--- config.mk ---
export PLATFORM = sky130hd
export DESIGN_NAME = vcl_mul
export DESIGN_NICKNAME = d
export VERILOG_FILES = /design/src/sv/vcl_pkg.sv /design/src/sv/vcl_mul.sv
export SDC_FILE = /design/constraint.sdc
export NUM_CORES = 2
export LEC_CHECK = 0
export CAP_MARGIN = 30
export CELL_PAD_IN_SITES_DETAIL_PLACEMENT = 1
export CELL_PAD_IN_SITES_GLOBAL_PLACEMENT = 1
export CORE_MARGIN = 2
export CORE_UTILIZATION = 40
export CTS_CLUSTER_DIAMETER = 50
export DETAILED_ROUTE_END_ITERATION = 12
export DONT_BUFFER_PORTS = 1
export PLACE_DENSITY = 0.63
export SYNTH_ARGS = -nofsm -noshare
export SYNTH_HDL_FRONTEND = slang
export SYNTH_SLANG_ARGS = --single-unit
--- constraint.sdc ---
create_clock -name clk -period 10.1 [get_ports clk]
set_clock_uncertainty 0.1 [all_clocks]
set_input_delay 1.01 -clock clk [delete_from_list [all_inputs] [get_ports clk]]
set_output_delay 1.01 -clock clk [all_outputs]
set_load 0.05 [all_outputs]
--- src/sv/vcl_pkg.sv ---
// ============================================================================
// vcl_pkg - shared constants, types and helpers of the command limiter
// Widths of the fixed-point components, the wide products and the register
// codes of the configuration port.
// ============================================================================
package vcl_pkg;

    localparam int COMP_WIDTH  = 32;
    localparam int FRAC_BITS   = 16;
    localparam int TIME_WIDTH  = 48;
    localparam int REG_WIDTH   = 32;
    localparam int SEQ_WIDTH   = 32;
    localparam int MODE_WIDTH  = 8;
    localparam int STAT_WIDTH  = 32;

    // magnitudes and differences need two guard bits over a component
    localparam int WIDE_WIDTH  = COMP_WIDTH + 2;
    localparam int PROD_WIDTH  = 2 * WIDE_WIDTH;
    localparam int MUL_WIDTH   = (WIDE_WIDTH > REG_WIDTH) ? WIDE_WIDTH : REG_WIDTH;
    localparam int LIMIT_WIDTH = 2 * REG_WIDTH - FRAC_BITS;
    localparam int CMP_WIDTH   = (LIMIT_WIDTH > WIDE_WIDTH) ? LIMIT_WIDTH : WIDE_WIDTH;
    localparam int ITER_WIDTH  = $clog2(WIDE_WIDTH + 1);

    localparam int CFG_IDX_WIDTH = 2;
    typedef enum logic [CFG_IDX_WIDTH-1:0] {
        CFG_MAX_MAGNITUDE = 2'd0,
        CFG_MAX_RATE      = 2'd1,
        CFG_HOLD_TIMEOUT  = 2'd2
    } cfg_idx_t;

    typedef logic signed [WIDE_WIDTH-1:0] wide_t;

    function automatic logic [WIDE_WIDTH-1:0] mag_f(input wide_t v);
        logic [WIDE_WIDTH-1:0] r;
        begin
            r = v[WIDE_WIDTH-1] ? WIDE_WIDTH'(-v) : WIDE_WIDTH'(v);
            return r;
        end
    endfunction

    function automatic logic signed [COMP_WIDTH-1:0] sat_f(input wide_t v);
        wide_t hi;
        wide_t lo;
        begin
            hi = wide_t'({1'b0, {(COMP_WIDTH-1){1'b1}}});
            lo = -hi - wide_t'(1);
            if (v > hi)
                return COMP_WIDTH'(hi);
            else if (v < lo)
                return COMP_WIDTH'(lo);
            else
                return COMP_WIDTH'(v);
        end
    endfunction

endpackage

--- src/sv/vcl_mul.sv ---
// ============================================================================
// vcl_mul - shared registered multiplier
// Unsigned product of two operands, registered once.
// ============================================================================
module vcl_mul (
    input  logic                            clk,
    input  logic [vcl_pkg::MUL_WIDTH-1:0]   a,
    input  logic [vcl_pkg::MUL_WIDTH-1:0]   b,
    output logic [2*vcl_pkg::MUL_WIDTH-1:0] prod
);
    import vcl_pkg::*;

    logic [2*MUL_WIDTH-1:0] prod_reg;

    always_ff @(posedge clk)
    begin
        prod_reg <= a * b;
    end

    assign prod = prod_reg;

endmodule

==> results_dict.tcl <==
set metrics [dict create \
    outcome "finished, final reports clean" \
    final.min_clock_period_ps 8180 \
    synthTopCellsByCount "sky130_fd_sc_hd__inv_1, sky130_fd_sc_hd__fa_1, sky130_fd_sc_hd__nand2_1" \
    ctsHtreeMaxLevel 3 \
    globalRoute.totalOverflow 0 \
    floorplan.initialDensity_pct 40.2 \
    most_repeated_library_cell_on_the_critical_path "sky130_fd_sc_hd__fa_1" \
    syn_nets 5660 \
    preCtsSetupSlack_ps 1650 \
    end_kind "register" \
    setup-violations-final 0 \
    holdPathStages 1 \
    drt_first_pass_iters 5 \
    via_count_of_the_first_global_routing_pass 32083 \
    setup_total_negative_slack_ps 0 \
    antenna_violations_before_repair 3 \
    use_met1_pct 32.1 \
    grtUsageMet2_pct 47.7 \
    synth.top_cell.area_share_pct 52.7 \
    hpwl_um 97900 \
    remaining_drc_errors 0 \
    cts_buffers 9 \
    routabilityCongestion 0.854 \
    num_rows 114 \
    die_w_um 315 \
    register_area_share_after_synthesis_pct 3.51 \
    avgViaCountPerCell 5.14 \
    cts.repair.resized 0 \
    synth.most_common_cell "sky130_fd_sc_hd__inv_1" \
    finish.net_count 5437 \
    final_layout_size_suffix_gt1_share_pct 0.860 \
    cp-start-kind "primary input" \
    dr_total_vias 27452 \
    grt_setup_unrepaired "false" \
    yosysTopAreaCell "sky130_fd_sc_hd__fa_1" \
    ys_types 65 \
    worst-path-buf-inv 6 \
    n_fill_cell 11222 \
    max_reg_flops 68 \
    ctsLongestPathBuffers 2 \
    fin_crit_sh_pct 81.0 \
    combined_flip_flop_and_latch_cell_area_mm2 0.00136 \
    maxSlewViolCount 0 \
    cts_hold_buffers 0 \
    setup.worst_path.class "primary input to register" \
    post_dp_cell_area_mm2 0.0394 \
    final_design_area_no_fill_mm2 0.0397 \
    max_slew_headroom_pct 55.0 \
    synthArstFlopShare_pct 0 \
    synth_flop_type "sky130_fd_sc_hd__dfxtp_1" \
    gr-max-usage-layer "met2" \
    yosys_warnings 0 \
    maxCapViolCount 0 \
    clkSinkCount 68 \
    synthesis.area_per_instance_um2 9.04 \
    detail-route-antenna-nets 0 \
    timing.final.ws_setup_ps 1920 \
    cts_tree "yes" \
    die-area_mm2 0.0994 \
    die_height_um 315 \
    synth_area_leaders "sky130_fd_sc_hd__fa_1, sky130_fd_sc_hd__inv_1, sky130_fd_sc_hd__ha_1" \
    avgRoutedWirePerCell_um 23.0 \
    footprint_of_the_multi_input_gates_mm2 0.0326 \
    cts_post_setup_buffers_inserted 0 \
    finalHoldViolations 0 \
    drtIter0Drc 1225 \
    port-buffer-count 0 \
    synth_edf_count 0 \
    worst_ep_arrival_time_ps 8310 \
    synth.ff_latch_count 68 \
    floorplan.core_area_mm2 0.0964 \
    fmaxAchievable_mhz 122 \
    drt-total-wl_um 123000 \
    netlist_instances 4287 \
    synthesis.area_mm2 0.0388 \
    finish.utilization_pct 41.2 \
    area.growth.synth_to_final_pct 2.39 \
    tightest_slew_ps 669 \
    maximum_number_of_pins_on_one_net_before_global_route_repair 35 \
    worst-path-max-fanout 34 \
    io_pins 137 \
    timing.critical_path.slowest_cell_delay_ps 550 \
    critical_path.slowest_cell "sky130_fd_sc_hd__fa_1" \
    clkTransAtPathRegs_ps 60 \
    cp_data_required_time_ps 10230 \
    hold-path-endpoint "prod[0]" \
    timing.hold.worst.start "a[0]" \
    grt_util_met3_pct 2.53 \
    grt.total_usage_pct 25.8 \
    clk_root_buffer_cell "sky130_fd_sc_hd__clkbuf_16" \
    cp_top_delay_family "adder cells" \
    min_path_type "primary input to register" \
    grt_pass1_wl_um 193000 \
]
[metrics by stage]
step	hold WS, ps	cells
2_1_floorplan	1040	4287
3_3_place_gp	1050	5329
3_5_place_dp	1050	5329
4_1_cts	685	5344
5_1_grt	689	5344
6_report	702	5345
[layer usage]
| layer | wire [µm] | up-vias |
|---|---|---|
| li1 | - | 11832 |
| met1 | 49400 | 14976 |
| met2 | 65600 | 505 |
| met3 | 4070 | 139 |
| met4 | 3890 | 0 |
| met5 | 0 | - |
[cells in the final DEF (no fill, tap or decap), types with 2 or more instances in the layout]
master	n
sky130_fd_sc_hd__nand3b_1	3
sky130_fd_sc_hd__nor2_1	53
sky130_fd_sc_hd__a21o_1	21
sky130_fd_sc_hd__fa_1	1020
sky130_fd_sc_hd__a221o_1	2
sky130_fd_sc_hd__nor4_1	3
sky130_fd_sc_hd__or3_1	3
sky130_fd_sc_hd__a311oi_1	2
sky130_fd_sc_hd__nand3_1	8
sky130_fd_sc_hd__and3_1	4
sky130_fd_sc_hd__clkbuf_16	9
sky130_fd_sc_hd__nor2b_1	6
sky130_fd_sc_hd__inv_1	1029
sky130_fd_sc_hd__clkinvlp_4	2
sky130_fd_sc_hd__nor3_2	2
sky130_fd_sc_hd__a31oi_1	7
sky130_fd_sc_hd__o31ai_1	3
sky130_fd_sc_hd__xnor2_1	43
sky130_fd_sc_hd__a21oi_2	4
sky130_fd_sc_hd__nand2_1	729
sky130_fd_sc_hd__o21a_1	3
sky130_fd_sc_hd__or2_2	2
sky130_fd_sc_hd__a21oi_1	77
sky130_fd_sc_hd__o21ai_0	44
sky130_fd_sc_hd__xor2_1	23
sky130_fd_sc_hd__o21bai_1	13
sky130_fd_sc_hd__nor3_1	12
sky130_fd_sc_hd__ha_1	284
sky130_fd_sc_hd__o211ai_1	3
sky130_fd_sc_hd__nand4_1	20
sky130_fd_sc_hd__and4_1	2
sky130_fd_sc_hd__and2_1	504
sky130_fd_sc_hd__nand2b_1	4
sky130_fd_sc_hd__dfxtp_1	68
sky130_fd_sc_hd__a211oi_1	9
sky130_fd_sc_hd__o21ai_1	17
sky130_fd_sc_hd__a41oi_1	3
[how the worst max path moves through the flow]
stage / cells past startpoint / end / from
after floorplan: 27 / prod[66] / b[4]
after global placement: 25 / prod[66] / b[1]
after detailed placement: 25 / prod[66] / b[1]
after CTS: 25 / prod[66] / b[1]
after global routing: 25 / prod[66] / b[1]
final: 25 / prod[66] / b[1]
[final cells by class]
class | instances | share of cell area [%]
Multi-Input combinational cell | 2956 | 82.1
Clock buffer | 11 | 0.612
Sequential cell | 68 | 3.43
Antenna cell | 1 | 0.00631
Clock inverter | 4 | 0.126
Tap cell | 1276 | 4.02
Inverter | 1029 | 9.73
[cells by family (layout without fill, tap and decap cells)]
family,after synthesis,in the layout,synth area share (%)
DFF,68,68,3.51
xor gates and xnor gates,66,66,1.49
AOI/OAI and AO/OA,226,226,3.73
muxes,1,1,0.0258
adders and majority gates,1304,1304,61.9
buffers and inverters,1263,1044,12.5
other,0,1,0
and+or+nand+nor,1359,1359,16.9
Power is not shown: default switching activity piles up to over one toggle a cycle in this logic, so the estimate is an artifact.
