===== src/sv/vcl_pkg.sv =====
// ============================================================================
// vcl_pkg - shared constants, types and helpers of the command limiter
// Widths of the fixed-point components, the wide products and the register
// codes of the configuration port.
// ============================================================================
package vcl_pkg;

    localparam int COMP_WIDTH  = 32;
    localparam int FRAC_BITS   = 16;
    localparam int TIME_WIDTH  = 48;
    localparam int REG_WIDTH   = 32;
    localparam int SEQ_WIDTH   = 32;
    localparam int MODE_WIDTH  = 8;
    localparam int STAT_WIDTH  = 32;

    // magnitudes and differences need two guard bits over a component
    localparam int WIDE_WIDTH  = COMP_WIDTH + 2;
    localparam int PROD_WIDTH  = 2 * WIDE_WIDTH;
    localparam int MUL_WIDTH   = (WIDE_WIDTH > REG_WIDTH) ? WIDE_WIDTH : REG_WIDTH;
    localparam int LIMIT_WIDTH = 2 * REG_WIDTH - FRAC_BITS;
    localparam int CMP_WIDTH   = (LIMIT_WIDTH > WIDE_WIDTH) ? LIMIT_WIDTH : WIDE_WIDTH;
    localparam int ITER_WIDTH  = $clog2(WIDE_WIDTH + 1);

    localparam int CFG_IDX_WIDTH = 2;
    typedef enum logic [CFG_IDX_WIDTH-1:0] {
        CFG_MAX_MAGNITUDE = 2'd0,
        CFG_MAX_RATE      = 2'd1,
        CFG_HOLD_TIMEOUT  = 2'd2
    } cfg_idx_t;

    typedef logic signed [WIDE_WIDTH-1:0] wide_t;

    function automatic logic [WIDE_WIDTH-1:0] mag_f(input wide_t v);
        logic [WIDE_WIDTH-1:0] r;
        begin
            r = v[WIDE_WIDTH-1] ? WIDE_WIDTH'(-v) : WIDE_WIDTH'(v);
            return r;
        end
    endfunction

    function automatic logic signed [COMP_WIDTH-1:0] sat_f(input wide_t v);
        wide_t hi;
        wide_t lo;
        begin
            hi = wide_t'({1'b0, {(COMP_WIDTH-1){1'b1}}});
            lo = -hi - wide_t'(1);
            if (v > hi)
                return COMP_WIDTH'(hi);
            else if (v < lo)
                return COMP_WIDTH'(lo);
            else
                return COMP_WIDTH'(v);
        end
    endfunction

endpackage


===== src/sv/vcl_div.sv =====
// ============================================================================
// vcl_div - iterative restoring divider
// Quotient of a wide dividend by a divisor, one bit per cycle. The top half
// of the dividend must be below the divisor.
// ============================================================================
module vcl_div (
    input  logic                             clk,
    input  logic                             rst_n,
    input  logic                             start,
    input  logic [vcl_pkg::PROD_WIDTH-1:0]   dividend,
    input  logic [vcl_pkg::WIDE_WIDTH-1:0]   divisor,
    output logic                             done,
    output logic [vcl_pkg::WIDE_WIDTH-1:0]   quotient
);
    import vcl_pkg::*;

    logic [WIDE_WIDTH-1:0] rem_reg;
    logic [WIDE_WIDTH-1:0] num_reg;
    logic [WIDE_WIDTH-1:0] den_reg;
    logic [WIDE_WIDTH-1:0] quo_reg;
    logic [ITER_WIDTH-1:0] cnt_reg;
    logic                  busy_reg;
    logic                  done_reg;
    logic [WIDE_WIDTH:0]   rem_sh;
    logic                  ge;

    assign rem_sh = {rem_reg, num_reg[WIDE_WIDTH-1]};
    assign ge     = (rem_sh >= {1'b0, den_reg});

    always_ff @(posedge clk or negedge rst_n)
    begin
        if (!rst_n)
        begin
            busy_reg <= 1'b0;
            done_reg <= 1'b0;
            cnt_reg  <= '0;
        end
        else
        begin
            done_reg <= 1'b0;
            if (start)
            begin
                busy_reg <= 1'b1;
                cnt_reg  <= ITER_WIDTH'(WIDE_WIDTH);
            end
            else if (busy_reg)
            begin
                cnt_reg <= cnt_reg - 1'b1;
                if (cnt_reg == ITER_WIDTH'(1))
                begin
                    busy_reg <= 1'b0;
                    done_reg <= 1'b1;
                end
            end
        end
    end

    always_ff @(posedge clk)
    begin
        if (start)
        begin
            rem_reg <= dividend[PROD_WIDTH-1:WIDE_WIDTH];
            num_reg <= dividend[WIDE_WIDTH-1:0];
            den_reg <= divisor;
            quo_reg <= '0;
        end
        else if (busy_reg)
        begin
            rem_reg <= ge ? WIDE_WIDTH'(rem_sh - {1'b0, den_reg}) : WIDE_WIDTH'(rem_sh);
            num_reg <= {num_reg[WIDE_WIDTH-2:0], 1'b0};
            quo_reg <= {quo_reg[WIDE_WIDTH-2:0], ge};
        end
    end

    assign done     = done_reg;
    assign quotient = quo_reg;

endmodule


===== config.mk =====
export PLATFORM = sky130hd
export DESIGN_NAME = vcl_div
export DESIGN_NICKNAME = d
export VERILOG_FILES = /design/src/sv/vcl_pkg.sv /design/src/sv/vcl_div.sv
export SDC_FILE = /design/constraint.sdc
export NUM_CORES = 1
export LEC_CHECK = 0
export BUFFER_PORTS_ARGS = -buffer_cell sky130_fd_sc_hd__buf_2
export CAP_MARGIN = 20
export CORE_MARGIN = 4
export CORE_UTILIZATION = 50
export CTS_CLUSTER_DIAMETER = 200
export CTS_CLUSTER_SIZE = 10
export DETAILED_ROUTE_END_ITERATION = 16
export GPL_ROUTABILITY_DRIVEN = 0
export PLACE_DENSITY = 0.74
export REMOVE_ABC_BUFFERS = 1
export SYNTH_ARGS = -nofsm -noshare
export SYNTH_HDL_FRONTEND = slang
export SYNTH_SLANG_ARGS = --single-unit

===== constraint.sdc =====
create_clock -name clk -period 8.4 [get_ports clk]
set_input_delay 0 -clock clk [delete_from_list [all_inputs] [get_ports clk]]
set_output_delay 0 -clock clk [all_outputs]
set_load 0.02 [all_outputs]

==> results by group <==
Synth
  – Ys async rst share: 0.0556
  – Seq/Total Area, Yosys: 0.493
  – Number of enable flip-flop cells after synthesis: 102
  – Top-count cell post-synth: edfxtp_1
  – Post-Syn Area: about 8000 um2
  – Top cell type's share of synthesized area: 0.383
  – Top cells by count, synth: edfxtp_1, nor2_1, mux2i_1
  – Synth area leader: edfxtp_1
  – Post-Syn Area per Cell: roughly 11 um2
  – Most used flip-flop cell after synthesis: edfxtp_1
  – Main area contributors after synthesis: edfxtp_1, dfxtp_1, mux2i_1, ha_1, mux2_2
  – Distinct cells, synth: 70
  – Syn. warnings: 0
  – Post-Synthesis Cells: 746
  – Flops & latches, synth: approximately 140

Route
  – Via-to-Cell Ratio: between 5 and 6
  – ANT nets after route: 0
  – Vias: 6462
  – Routed len/inst: roughly 17 um
  – Remaining DRCs: 0
  – Starting DRT DRC Count: slightly above 500
  – DR pass1 iterations: 6
  – DRT Wirelength: ~20000 um

Cells and area
  – Layout fillers: roughly 1.2k
  – Multi-input logic area: 3700 um2
  – Layout area overhead: 30.6%
  – Util after Layout: 0.677
  – FF/Latch Area: 3950 um2
  – Fraction of layout cells with a size suffix above 1: 0.231
  – Fin area: approximately 10000 um2
  – Final nets: 1119

Clocking
  – CTS Buffer Depth: 2
  – Clk_lat worst skew: roughly 430 ps
  – CTS buffer count: 17
  – Clock root buffer master: clkbuf_16
  – TritonCTS clock tree: yes
  – Clock Sinks: ~140
  – H-tree level count: 4
  – CTS clk-pin slew, worst paths: approximately 60 ps

Worst setup path
  – Max Fanout on Critical Path: 18
  – Crit. End Element: flop
  – Arrival time worst endpoint: between 3000 and 4000 ps
  – Worst path required time: roughly 8600 ps
  – Critical path launch point type: flop
  – Critical path class: reg2reg

Place
  – Placed Area: roughly 8800 um2
  – DP Wirelength: between 10000 and 15000 um
  – Place WS: 4710 ps
  – Port Buffers: about 140

Global routing
  – Initial antenna violation count: 1
  – Total GRT Usage: 0.228
  – Grt total ovfl: 0
  – Vias in the first global route: 6558
  – Largest net degree at the start of global routing: between 100 and 150
  – First-pass GRT wire length: roughly 33000 um

Power and ir drop
  – Int Power: 1980 uW
  – Switching portion of total power: 0.381
  – Lkg Pwr: ~0.0048 uW
  – Share of power burned in registers: 0.311
  – Combinational share of power: 0.457
  – Sw power: ~1200 uW
  – VDD IR max: 0.000187 V
  – Power Density: roughly 300 nW/um2
  – Clock share of power: 0.232

Timing
  – Final hold viol count: 0
  – Least-Margin Pin Slew: about 1100 ps
  – Final worst setup slack: about 4700 ps
  – # setup viols final: 0
  – Hold Slack: approximately 22 ps
  – Final Critical Period: 3720 ps
  – Maximum clock frequency: 269 MHz
  – Clock Skews: roughly 12 ps
  – RSZ-0062 raised after global routing: no
  – Max-slew headroom: 0.269
  – Final Max Slew Viols: 0
  – TNS Setup: 0 ps
  – Crit share post-route: 0.443

Floorplanning
  – Die area: about 18000 um2
  – Die height: ~130 um
  – Core ar.: 15400 um2
  – Die width: 134 um
  – Core Rows: 45
  – Io pins: 140
  – Initial core utilization: 0.518

Outcome
  – Run status: finished, final reports clean

Flow run
  – # Max-Cap Violations: 0

Worst hold path
  – Hold Crit Class: in2reg
-- through the flow --
step / std cells / power (uW)
after global placement: 1066 / 2380
after global routing: 1202 / 3410
final: 1202 / 3190
after floorplan: 712 / 2060
after detailed placement: 1066 / 2400
after CTS: 1201 / 3180
-- placed cells by master (no fill, tap or decap), drive strengths merged, types with 12 or more instances in the layout --
cell / netlist / layout
a21o: 12 / 12
a21oi: 41 / 41
buf: 16 / 143
clkbuf: 18 / 20
dfxtp: 34 / 34
dlygate4sd3: 0 / 103
edfxtp: 102 / 102
ha: 36 / 36
inv: 51 / 60
mux2: 35 / 35
mux2i: 56 / 56
nand2: 51 / 51
nor2: 77 / 77
nor3: 14 / 14
o21ai: 44 / 44
xnor2: 18 / 18
-- area by class of cell --
cell class / count / share of cell area
tap: 211 / 0.0253
sequential: 144 / 0.378
timing repair buffer: 246 / 0.169
inverter: 51 / 0.0183
clock buffer: 20 / 0.0459
clock inverter: 12 / 0.00899
antenna: 1 / 0.000240
multi-input combinational: 517 / 0.355
-- per-layer routing --
metal,global-route usage,up-vias,wire length [um]
met5,0,-,0
met4,0.0481,0,233
met3,0.0738,23,1460
met2,0.381,213,9700
met1,0.294,3043,8690
li1,-,3183,-
-- worst max-delay path, stage by stage, from the launching register on --
cell and delay, ps:
edfxtp_1 410, ha_1 450, nand3_1 160, nor4_1 280, a41oi_1 170, o211ai_1 150
a211oi_2 100, nor3_4 910, buf_4 370, nor2_1 130, a221o_1 340
-- cell families (layout without fill, tap and decap cells) --
family | Yosys count | after routing | synth area share
muxes | 91 | 91 | 0.120
buffers and inverters | 85 | 329 | 0.0441
xor gates and xnor gates | 29 | 29 | 0.0318
and+or+nand+nor | 204 | 204 | 0.123
AOI/OAI and AO/OA | 156 | 156 | 0.128
DFF | 144 | 144 | 0.493
adders and majority gates | 37 | 37 | 0.0588
other | 0 | 1 | 0
-- final timing paths --
check | from | endpoint | slack [ps] | cells past startpoint
worst max-delay path | rem_reg[15] | rem_reg[28] | 4680 | 10
min in group asynchronous | rst_n | cnt_reg[4] | 590 | 3
worst max register to register | rem_reg[15] | rem_reg[28] | 4680 | 10
max in group asynchronous | rst_n | busy_reg | 7510 | 3
worst min register to register | quotient[33] | quotient[33] | 490 | 2
worst min-delay path | dividend[65] | rem_reg[31] | 20 | 4
-- power groups by stage --
stage | combinational [uW] | clock, uW | sequential, uW
after floorplan | 1070 | 0 | 987
after global placement | 1390 | 0 | 996
after detailed placement | 1400 | 0 | 1000
after CTS | 1440 | 743 | 991
after global routing | 1620 | 785 | 1010
final | 1460 | 741 | 992
-- what timing repair did --
action                     CTS  global route
resized for setup            0             0
setup endpoints to repair    0             0
setup buffers                0             0
hold endpoints to repair   109             0
hold buffers               103             0
No activity file was read; power rests on OpenSTA's default activity.
