[src/sv/vcl_pkg.sv]
// ============================================================================
// vcl_pkg - shared constants, types and helpers of the command limiter
// Widths of the fixed-point components, the wide products and the register
// codes of the configuration port.
// ============================================================================
package vcl_pkg;

    localparam int COMP_WIDTH  = 32;
    localparam int FRAC_BITS   = 16;
    localparam int TIME_WIDTH  = 48;
    localparam int REG_WIDTH   = 32;
    localparam int SEQ_WIDTH   = 32;
    localparam int MODE_WIDTH  = 8;
    localparam int STAT_WIDTH  = 32;

    // magnitudes and differences need two guard bits over a component
    localparam int WIDE_WIDTH  = COMP_WIDTH + 2;
    localparam int PROD_WIDTH  = 2 * WIDE_WIDTH;
    localparam int MUL_WIDTH   = (WIDE_WIDTH > REG_WIDTH) ? WIDE_WIDTH : REG_WIDTH;
    localparam int LIMIT_WIDTH = 2 * REG_WIDTH - FRAC_BITS;
    localparam int CMP_WIDTH   = (LIMIT_WIDTH > WIDE_WIDTH) ? LIMIT_WIDTH : WIDE_WIDTH;
    localparam int ITER_WIDTH  = $clog2(WIDE_WIDTH + 1);

    localparam int CFG_IDX_WIDTH = 2;
    typedef enum logic [CFG_IDX_WIDTH-1:0] {
        CFG_MAX_MAGNITUDE = 2'd0,
        CFG_MAX_RATE      = 2'd1,
        CFG_HOLD_TIMEOUT  = 2'd2
    } cfg_idx_t;

    typedef logic signed [WIDE_WIDTH-1:0] wide_t;

    function automatic logic [WIDE_WIDTH-1:0] mag_f(input wide_t v);
        logic [WIDE_WIDTH-1:0] r;
        begin
            r = v[WIDE_WIDTH-1] ? WIDE_WIDTH'(-v) : WIDE_WIDTH'(v);
            return r;
        end
    endfunction

    function automatic logic signed [COMP_WIDTH-1:0] sat_f(input wide_t v);
        wide_t hi;
        wide_t lo;
        begin
            hi = wide_t'({1'b0, {(COMP_WIDTH-1){1'b1}}});
            lo = -hi - wide_t'(1);
            if (v > hi)
                return COMP_WIDTH'(hi);
            else if (v < lo)
                return COMP_WIDTH'(lo);
            else
                return COMP_WIDTH'(v);
        end
    endfunction

endpackage

[src/sv/vcl_sqrt.sv]
// ============================================================================
// vcl_sqrt - iterative integer square root
// Floor square root, one root bit per cycle.
// ============================================================================
module vcl_sqrt (
    input  logic                             clk,
    input  logic                             rst_n,
    input  logic                             start,
    input  logic [vcl_pkg::PROD_WIDTH-1:0]   radicand,
    output logic                             done,
    output logic [vcl_pkg::WIDE_WIDTH-1:0]   root
);
    import vcl_pkg::*;

    logic [PROD_WIDTH-1:0]   rad_reg;
    logic [WIDE_WIDTH:0]     rem_reg;
    logic [WIDE_WIDTH-1:0]   root_reg;
    logic [ITER_WIDTH-1:0]   cnt_reg;
    logic                    busy_reg;
    logic                    done_reg;
    logic [WIDE_WIDTH+2:0]   rem_sh;
    logic [WIDE_WIDTH+2:0]   trial;
    logic                    ge;

    assign rem_sh = {rem_reg, rad_reg[PROD_WIDTH-1 -: 2]};
    assign trial  = {1'b0, root_reg, 2'b01};
    assign ge     = (rem_sh >= trial);

    always_ff @(posedge clk or negedge rst_n)
    begin
        if (!rst_n)
        begin
            busy_reg <= 1'b0;
            done_reg <= 1'b0;
            cnt_reg  <= '0;
        end
        else
        begin
            done_reg <= 1'b0;
            if (start)
            begin
                busy_reg <= 1'b1;
                cnt_reg  <= ITER_WIDTH'(WIDE_WIDTH);
            end
            else if (busy_reg)
            begin
                cnt_reg <= cnt_reg - 1'b1;
                if (cnt_reg == ITER_WIDTH'(1))
                begin
                    busy_reg <= 1'b0;
                    done_reg <= 1'b1;
                end
            end
        end
    end

    always_ff @(posedge clk)
    begin
        if (start)
        begin
            rad_reg  <= radicand;
            rem_reg  <= '0;
            root_reg <= '0;
        end
        else if (busy_reg)
        begin
            rad_reg  <= {rad_reg[PROD_WIDTH-3:0], 2'b00};
            rem_reg  <= ge ? (WIDE_WIDTH+1)'(rem_sh - trial) : (WIDE_WIDTH+1)'(rem_sh);
            root_reg <= {root_reg[WIDE_WIDTH-2:0], ge};
        end
    end

    assign done = done_reg;
    assign root = root_reg;

endmodule

[config.mk]
export PLATFORM = sky130hd
export DESIGN_NAME = vcl_sqrt
export DESIGN_NICKNAME = d
export VERILOG_FILES = /design/src/sv/vcl_pkg.sv /design/src/sv/vcl_sqrt.sv
export SDC_FILE = /design/constraint.sdc
export NUM_CORES = 1
export LEC_CHECK = 0
export ABC_AREA = 1
export BUFFER_PORTS_ARGS = -buffer_cell sky130_fd_sc_hd__buf_4
export CAP_MARGIN = 20
export CORE_ASPECT_RATIO = 1.1
export CORE_MARGIN = 5
export CORE_UTILIZATION = 50
export CTS_CLUSTER_SIZE = 30
export DETAILED_ROUTE_END_ITERATION = 12
export GPL_ROUTABILITY_DRIVEN = 0
export HOLD_SLACK_MARGIN = 0.12
export PLACE_DENSITY = 0.73
export SYNTH_ARGS = -nofsm -noshare
export SYNTH_HDL_FRONTEND = slang
export SYNTH_SLANG_ARGS = --single-unit
[constraint.sdc]
create_clock -name clk -period 3.4 [get_ports clk]
set_clock_uncertainty 0.15 [all_clocks]
set_input_delay 0.51 -clock clk [delete_from_list [all_inputs] [get_ports clk]]
set_output_delay 0.51 -clock clk [all_outputs]
set_load 0.1 [all_outputs]
==> flow_metrics.tcl, run 1 <==
set metrics [dict create \
    grt_overflow 0 \
    synth_top_cell_by_area "nand2_1" \
    maxSlewHeadroom_pct 39.8 \
    routed_wl_um 21000 \
    final_design_area_no_fill_sq_um 10200 \
    postLayoutCoreUtil_pct 60.0 \
    power_mw 8.88 \
    synth_nets 1351 \
    cts_buffers 17 \
    avgSynthCellArea_sq_um 6.98 \
    hpwl_um 15500 \
    power_frac_clock_pct 19.9 \
    syn-cell-area_sq_um 8670 \
    cp.required_ns 3.58 \
    crit_path_start_kind "register" \
    syn_to_final_growth_pct 17.6 \
    n_antenna_cell 0 \
    syn-instance-count 1242 \
    grt_pass1_wl_um 35100 \
    num_vias 7803 \
    fin_setup_tns_ns 0 \
    yosys_warnings 0 \
    worst_pin_slew_ns 0.902 \
    synth_cell_type_count 37 \
    initial_core_util_pct 51.0 \
    clk_pin_slew_ns 0.06 \
    async_flop_share_pct 5.52 \
    drv_cap 0 \
    place_area_sq_um 9640 \
    pre_cts_slack_ns 0.717 \
    hold_viol 0 \
    synth_enable_flop_cells 68 \
    vias_per_cell 4.93 \
    clock-sinks 145 \
    slew_violations 0 \
    cts_tree "done" \
    pwr-share-seq_pct 25.8 \
    track_usage_pct 21.6 \
    ys_ff_latch 145 \
    holdWs_ns 0.183 \
    ant_nets 0 \
    drtIter0Drc 446 \
    peakVddDrop_uv 632 \
    antenna_found_initial 0 \
    grt_max_degree 70 \
    dieArea_sq_um 20100 \
    drive_gt1_share_pct 13.1 \
    place_inst 1551 \
    cts.repair.resized 0 \
    dieHeight_um 148 \
    cts.path.max_buffers 2 \
    cp_max_fo 49 \
    end_kind "register" \
    worstSkewPairLatency_ns 0.43 \
    p_int_mw 4.71 \
    finalWorstSetupSlack_ns 0.714 \
    pwr-share-comb_pct 54.3 \
    synth_flop_cell "dfxtp_1" \
    cts_root_buf "clkbuf_16" \
    layoutNonFillerInstCount 1584 \
    firstDrtPassIters 9 \
    h-tree-depth 4 \
    switching_power_mw 4.16 \
    fmax_ghz 0.372 \
    final_nets 1446 \
    synth_top_area_share_pct 24.0 \
    place.port_buffers 105 \
    rsz0062_at_grt "false" \
    die_width_um 136 \
    hp-class "in -> reg" \
    power_density_nw_per_um2 870 \
    status "finished clean" \
    pin_count 106 \
    grt_pass1_vias 7517 \
    coreArea_sq_um 17000 \
    setup_viol 0 \
    drc 0 \
    yosys-top-cells-area "nand2_1 24%, edfxtp_1 24%, dfxtp_1 16%, inv_1 7.5%, ha_1 5.5%" \
    largest_reg_flops 68 \
    rows 50 \
    wl_per_cell_um 13.3 \
    cellLeakagePower_nw 5.35 \
    crit_type "reg -> reg" \
    swShare_pct 46.9 \
    cp.arrival_ns 2.86 \
    ys_seq_area_share_pct 41.8 \
    post-route-period-util_pct 79.0 \
    fin_crit_ns 2.69 \
]
repair_timing:
| action | in CTS | in global routing |
|---|---|---|
| endpoints found under the hold margin | 8 | 0 |
| hold buffers | 1 | 0 |
| buffers inserted | 0 | 0 |
logic make-up (layout without fill, tap and decap cells):
group | Yosys count | in the layout | synth area share, %
XOR/XNOR | 15 | 15 | 1.51
buffers and inverters | 213 | 321 | 9.72
AND/OR/NAND/NOR | 739 | 739 | 35.6
adder cells (fa/ha/maj) | 38 | 38 | 5.48
AO/OA/AOI/OAI | 92 | 92 | 5.92
flip-flops | 145 | 145 | 41.8
power groups by stage:
stage	logic (mW)	registers (mW)	clock network (mW)
final	4.82	2.29	1.77
after global routing	5.49	2.32	1.88
after CTS	4.80	2.29	1.80
after detailed placement	4.76	2.32	0
after global placement	4.70	2.32	0
after floorplan	3.79	2.36	0
per-layer routing:
layer	global-route usage, %	vias to the layer above	share of wire, %
met5	0	-	0
met4	8.42	0	2.6
met3	5.65	38	6.5
met2	36.4	198	47
met1	26.5	3490	44
li1	-	4077	-
synth_stat cells (4+ instances only):
master / instances
a21oi_1: 27
buf_1: 5
buf_2: 4
clkbuf_1: 22
dfrtp_1: 8
dfxtp_1: 69
edfxtp_1: 68
ha_1: 38
inv_1: 174
nand2_1: 555
nand2_2: 8
nand3_1: 58
nand3_2: 10
nand3b_1: 13
nand4_1: 5
nor2_1: 62
nor2_2: 9
nor3_1: 9
o21ai_0: 25
o22ai_1: 33
xnor2_1: 10
xor2_1: 5
layout by cell type (no fill, tap or decap), types with 25 or more instances in the layout:
master / n
a21oi_1: 27
buf_4: 110
dfxtp_1: 69
edfxtp_1: 68
ha_1: 38
inv_1: 174
nand2_1: 555
nand3_1: 58
nor2_1: 61
o21ai_0: 25
o22ai_1: 33
worst max-delay path, stage by stage (launching register included):
cell and delay, ns:
dfxtp_1 0.34, inv_1 0.08, ha_1 0.37, nand2_2 0.14, inv_2 0.04, nand2_1 0.05, and2_1 0.13, nand2_1 0.07
nand2_1 0.09, nand3_2 0.11, nor2_8 0.31, nand2_8 0.28, nand2_2 0.23, nand2_1 0.07, nand2_1 0.06, nand2_1 0.05
worst paths after layout:
| kind | startpoint | endpoint | slack [ns] | depth (start not counted) |
|---|---|---|---|---|
| worst max-delay path | root[26]$_SDFFE_PP0P_ | rem_reg[25]$_SDFFE_PP0P_ | 0.71 | 15 |
| min in group asynchronous | rst_n | cnt_reg[2]$_DFFE_PN0P_ | 0.28 | 2 |
| max in group asynchronous | rst_n | cnt_reg[0]$_DFFE_PN0P_ | 2.69 | 2 |
| worst min-delay path | radicand[0] | rad_reg[0]$_SDFFCE_PN0P_ | 0.18 | 3 |
| worst max register to register | root[26]$_SDFFE_PP0P_ | rem_reg[25]$_SDFFE_PP0P_ | 0.71 | 15 |
| worst min register to register | rem_reg[33]$_SDFFE_PP0P_ | rem_reg[33]$_SDFFE_PP0P_ | 0.31 | 2 |
layout make-up:
type	count	area (sq um)
Sequential cell	145	3620
Timing Repair Buffer	112	856
Inverter	177	667
Clock buffer	17	425
Tap cell	234	293
Fill cell	1626	6810
Clock inverter	15	130
Multi-Input combinational cell	884	4210
(Power assumes the default switching activity.)
==> run 2: changes to the inputs <==
PLACE_DENSITY = 0.7   (was 0.73)
clock period = 2.73 ns   (was 3.4 ns; I/O delays follow)
==> run 2 against run 1 <==
Compared with the run above: flip-flop and latch count did not move; hold slack got worse by 0.0027 ns; combinational power rose by 28%; first-iteration DRC count rose by 18%; critical path depth fell by 1; core utilization rose by 4.9 points; sequential power rose by 25%; global-route usage rose by 2.3 points; die area did not move; register-to-register slack got worse by 0.48 ns; clock-buffer cell count did not move; highest routed layer unchanged.
==> flow_metrics.tcl, run 2 (synthesis gave the netlist of run 1 again) <==
set metrics [dict create \
    fin_crit_ns 2.50 \
    num_vias 8234 \
    rows 50 \
    drive_gt1_share_pct 15.4 \
    use_met3_pct 5.45 \
    firstDrtPassIters 5 \
    final_design_area_no_fill_sq_um 11000 \
    status "finished clean" \
    busiest_layer "met2" \
    crit_type "reg -> reg" \
    grt_util_met1_pct 29.2 \
    cts_tree "done" \
    end_kind "register" \
    dieHeight_um 148 \
    track_usage_pct 23.9 \
    rsz0062_at_grt "false" \
    worst_pin_slew_ns 0.531 \
    layout_commonest_cell "nand2_1" \
    drv_cap 0 \
    grt_overflow 0 \
    num-fill-cells 1539 \
    cellLeakagePower_nw 5.72 \
    slew_violations 0 \
    hpwl_um 15900 \
    cts_buffers 17 \
    reg2reg_setup_slack_ns 0.23 \
    dieArea_sq_um 20100 \
    place_area_sq_um 9760 \
    hold_viol 0 \
    cp.arrival_ns 2.68 \
    maxSlewHeadroom_pct 64.6 \
    post-route-period-util_pct 91.6 \
    peakVddDrop_uv 729 \
    n_antenna_cell 0 \
    drc 0 \
    reg2reg_to "rem_reg[27]$_SDFFE_PP0P_" \
    largest_reg_flops 68 \
    routed_wl_um 23000 \
    initial_core_util_pct 51.0 \
    h-tree-depth 4 \
    ant_nets 0 \
    final_cell_mix "555 x nand2_1, 174 x inv_1, 115 x buf_4" \
    met2_usage_pct 40.9 \
    vias_per_cell 4.96 \
    final_nets 1521 \
    fin_setup_tns_ns 0 \
    cp.required_ns 2.91 \
    clk_pin_slew_ns 0.07 \
    cts_root_buf "clkbuf_16" \
    ff_latch_area_sq_um 3670 \
    cts_setup_buffers 0 \
    power_density_nw_per_um2 1030 \
    grt_max_degree 55 \
    reg2reg_from "root[0]$_SDFFE_PP0P_" \
    antenna_found_initial 0 \
    clock-sinks 145 \
    coreArea_sq_um 17000 \
    crit_path_start_kind "register" \
    holdWs_ns 0.180 \
    grt_pass1_vias 8213 \
    grt_pass1_wl_um 38700 \
    fmax_ghz 0.400 \
    drtIter0Drc 526 \
    worstSkewPairLatency_ns 0.44 \
    multiInputGateArea_sq_um 4210 \
    setup_viol 0 \
    pin_count 106 \
    wl_per_cell_um 13.9 \
    cts.path.max_buffers 2 \
    power_mw 11.4 \
    hp-class "in -> async" \
    cp_max_fo 49 \
    die_width_um 136 \
    syn_to_final_growth_pct 27.2 \
    r2r_cells 14 \
    place.port_buffers 105 \
]
==> run 2: changes by cell type in the layout (fill, tap and decap cells not counted), moves of 3 or more <==
cell	before	now
inv_6	2	5
dlygate4sd3_1	1	69
dfxtp_2	0	34
dfxtp_1	69	35
buf_4	110	115
inv_8	3	6
==> run 2: where the power goes <==
group          switching (mW)  leakage (nW)  internal [mW]  total (mW)
clock network            1.12         0.286           1.23        2.36
registers               0.221          1.43           2.64        2.86
logic                    4.00          4.00           2.15        6.15
==> run 2: through the flow <==
step                cells  utilization (%)  worst slack (ns)
floorplan            1242                -             0.118
global placement     1558             57.3             0.273
detailed placement   1558             57.3             0.245
CTS                  1659             64.8             0.220
global route         1659             64.8            0.0485
finish               1659             64.8             0.230
==> run 2: critical path, cell delays in order (launching register included) <==
cell     delay, ns
dfxtp_2       0.33
inv_1         0.08
ha_1          0.40
o21ai_1       0.13
nand2_2       0.12
nand2_1       0.09
nand2_2       0.08
nand2_1       0.14
nand3_2       0.15
nand2_4       0.12
nand2_8       0.20
nand2_2       0.22
nand2_1       0.07
nand2_1       0.06
nand2_1       0.04
==> run 2: repair_timing <==
item,CTS,global route
hold buffers,69,0
gates resized for setup,0,0
endpoints found under the hold margin,76,0
setup endpoints to repair,0,0
==> run 2: worst max path at each step <==
stage | start | end | slack, ns | cells after the start
6_report | root[0]$_SDFFE_PP0P_ | rem_reg[27]$_SDFFE_PP0P_ | 0.23 | 14
4_1_cts | root[0]$_SDFFE_PP0P_ | rem_reg[27]$_SDFFE_PP0P_ | 0.22 | 14
3_5_place_dp | root[0]$_SDFFE_PP0P_ | rem_reg[27]$_SDFFE_PP0P_ | 0.25 | 14
3_3_place_gp | root[0]$_SDFFE_PP0P_ | rem_reg[27]$_SDFFE_PP0P_ | 0.27 | 14
2_1_floorplan | start | rad_reg[0]$_SDFFCE_PN0P_ | 0.12 | 4
5_1_grt | root[25]$_SDFFE_PP0P_ | rem_reg[34]$_SDFFE_PP0P_ | 0.05 | 14
==> run 2: final cells by class <==
cell class | count | share of cell area (%)
multi-input cells | 884 | 38.1
flip-flops and latches | 145 | 33.2
repair buffers | 187 | 14.6
inverters | 177 | 6.04
clock buffers | 17 | 3.86
well taps | 234 | 2.65
clock inverters | 15 | 1.45
==> run 2: layer usage <==
layer | vias up | part of all wire [%]
li1 | 4237 | -
met4 | 0 | 2.7
met1 | 3728 | 43
met2 | 220 | 49
met3 | 49 | 5.3
met5 | - | 0
==> run 3: changes to the inputs <==
clock period = 2.5 ns   (was 2.73 ns; I/O delays follow)
==> run 3 against run 2 <==
Compared with the run above: cell area is 2.4% higher; clock power increased by 6%; power increased by 12%; final cell count increased by 0.60%; combinational power grew 16%; critical path depth stayed put; core utilization rose by 1.6 points; hold slack got worse by 0.031 ns; register-to-register slack worse by 0.097 ns; worst setup slack got worse by 0.097 ns; critical endpoint is now rem_reg[24]$_SDFFE_PP0P_; highest routed layer unchanged.
==> flow_metrics.tcl, run 3 (synthesis gave the netlist of run 1 again) <==
set metrics [dict create \
    dieHeight_um 148 \
    reg2reg_to "rem_reg[24]$_SDFFE_PP0P_" \
    worstSkewPairLatency_ns 0.43 \
    firstDrtPassIters 5 \
    clk_pin_slew_ns 0.07 \
    clock-sinks 145 \
    r2r_cells 14 \
    syn_to_final_growth_pct 30.3 \
    h-tree-depth 4 \
    fin_crit_ns 2.37 \
    vias_per_cell 4.95 \
    status "finished clean" \
    layoutNonFillerInstCount 1669 \
    n_antenna_cell 0 \
    use_met3_pct 4.50 \
    antenna_found_initial 0 \
    slew_violations 0 \
    hold_viol 0 \
    hpwl_um 16100 \
    grt_pass1_vias 8065 \
    reg2reg_setup_slack_ns 0.13 \
    coreArea_sq_um 17000 \
    drc 0 \
    pin_count 106 \
    place.port_buffers 105 \
    drtIter0Drc 503 \
    largest_reg_flops 68 \
    dieArea_sq_um 20100 \
    layout_commonest_cell "nand2_1" \
    routed_wl_um 22800 \
    rows 50 \
    grt_overflow 0 \
    drive_gt1_share_pct 17.4 \
    worst_pin_slew_ns 0.411 \
    cellLeakagePower_nw 5.76 \
    crit_path_start_kind "register" \
    fmax_ghz 0.423 \
    crit_type "reg -> reg" \
    place_inst 1567 \
    num-fill-cells 1524 \
    final_nets 1531 \
    drv_cap 0 \
    hp-class "in -> async" \
    rsz0062_at_grt "true" \
    num_vias 8258 \
    cp_max_fo 4 \
    grt_max_degree 55 \
    power_mw 12.7 \
    die_width_um 136 \
    initial_core_util_pct 51.0 \
    ant_nets 0 \
    peakVddDrop_uv 752 \
    maxSlewHeadroom_pct 72.4 \
    end_kind "register" \
    wl_per_cell_um 13.7 \
    cts_tree "done" \
    grt_util_met1_pct 28.8 \
    met2_usage_pct 41.4 \
    track_usage_pct 23.5 \
    cp.required_ns 2.67 \
    power_density_nw_per_um2 1130 \
    cp.arrival_ns 2.54 \
    post-route-period-util_pct 94.7 \
    busiest_layer "met2" \
    setup_viol 0 \
    final_cell_mix "555 x nand2_1, 174 x inv_1, 123 x buf_4" \
    cts_root_buf "clkbuf_16" \
    reg2reg_from "root[4]$_SDFFE_PP0P_" \
    grt_pass1_wl_um 38300 \
    cts_buffers 17 \
    cts.path.max_buffers 2 \
]
==> run 3: changes by cell type in the layout (fill, tap and decap cells not counted), moves of 3 or more <==
cell        before  now
clkinvlp_4       1    4
buf_4          115  123
nor2_2          10   13
dfxtp_2         34    5
ha_2             0   10
ha_1            38   23
nor2_1          61   58
dfxtp_4          0   29
ha_4             0    5
==> run 3: how the worst max path moves through the flow <==
stage	to	cells past startpoint	startpoint	slack [ns]
CTS	rem_reg[33]$_SDFFE_PP0P_	15	root[0]$_SDFFE_PP0P_	0.12
finish	rem_reg[24]$_SDFFE_PP0P_	14	root[4]$_SDFFE_PP0P_	0.13
global placement	rem_reg[33]$_SDFFE_PP0P_	15	root[0]$_SDFFE_PP0P_	0.17
floorplan	rem_reg[29]$_SDFFE_PP0P_	15	root[29]$_SDFFE_PP0P_	0.006
global route	rem_reg[3]$_SDFFE_PP0P_	15	root[25]$_SDFFE_PP0P_	-0.009
detailed placement	rem_reg[33]$_SDFFE_PP0P_	15	root[0]$_SDFFE_PP0P_	0.14
==> run 3: area by class of cell <==
type | count | area, sq um | share of cell area (%)
clock inverter | 15 | 144 | 1.27
clock buffer | 17 | 425 | 3.77
timing repair buffer | 197 | 1710 | 15.2
multi-input combinational | 884 | 4320 | 38.2
inverter | 177 | 667 | 5.90
sequential | 145 | 3740 | 33.1
tap | 234 | 293 | 2.59
==> run 3: worst max-delay path, stage by stage, from the launching register on <==
cell     delay [ns]
dfxtp_4        0.34
inv_1          0.06
ha_1           0.35
nand2_1        0.17
inv_1          0.06
a21oi_1        0.26
nand2_1        0.19
nand2_1        0.09
nand2_1        0.12
nand2_1        0.16
nand2_1        0.07
nand2_1        0.05
nand3_1        0.07
nand3_1        0.09
nand2_1        0.05
==> run 3: repair_timing <==
| item | in CTS | in global routing |
|---|---|---|
| setup endpoints to repair | 0 | 26 |
| hold buffers | 69 | 0 |
| endpoints found under the hold margin | 76 | 0 |
| setup buffers | 0 | 1 |
| resized for setup | 0 | 22 |
==> run 3: report_power, final <==
group	internal, mW	total (mW)	switching, mW	leakage (nW)
Clock	1.32	2.49	1.17	0.267
Combinational	2.67	7.16	4.48	4.06
Sequential	2.86	3.10	0.245	1.44
==> run 3: per-stage QoR <==
step                      setup WS (ns)  setup TNS [ns]  hold WS, ns  utilization, %  area, sq um
after global routing           -0.00947        -0.00947        0.156            66.4        11300
final                             0.133               0        0.149            66.4        11300
after floorplan                 0.00551               0      -0.0706               -         8790
after CTS                         0.120               0        0.148            65.7        11200
after global placement            0.170               0       0.0482            58.3         9920
after detailed placement          0.135               0       0.0485            58.3         9920
==> run 3: layer usage <==
metal / wire [um] / vias up
li1: - / 4259
met1: 9680 / 3755
met2: 11400 / 212
met3: 1330 / 32
met4: 420 / 0
met5: 0 / -
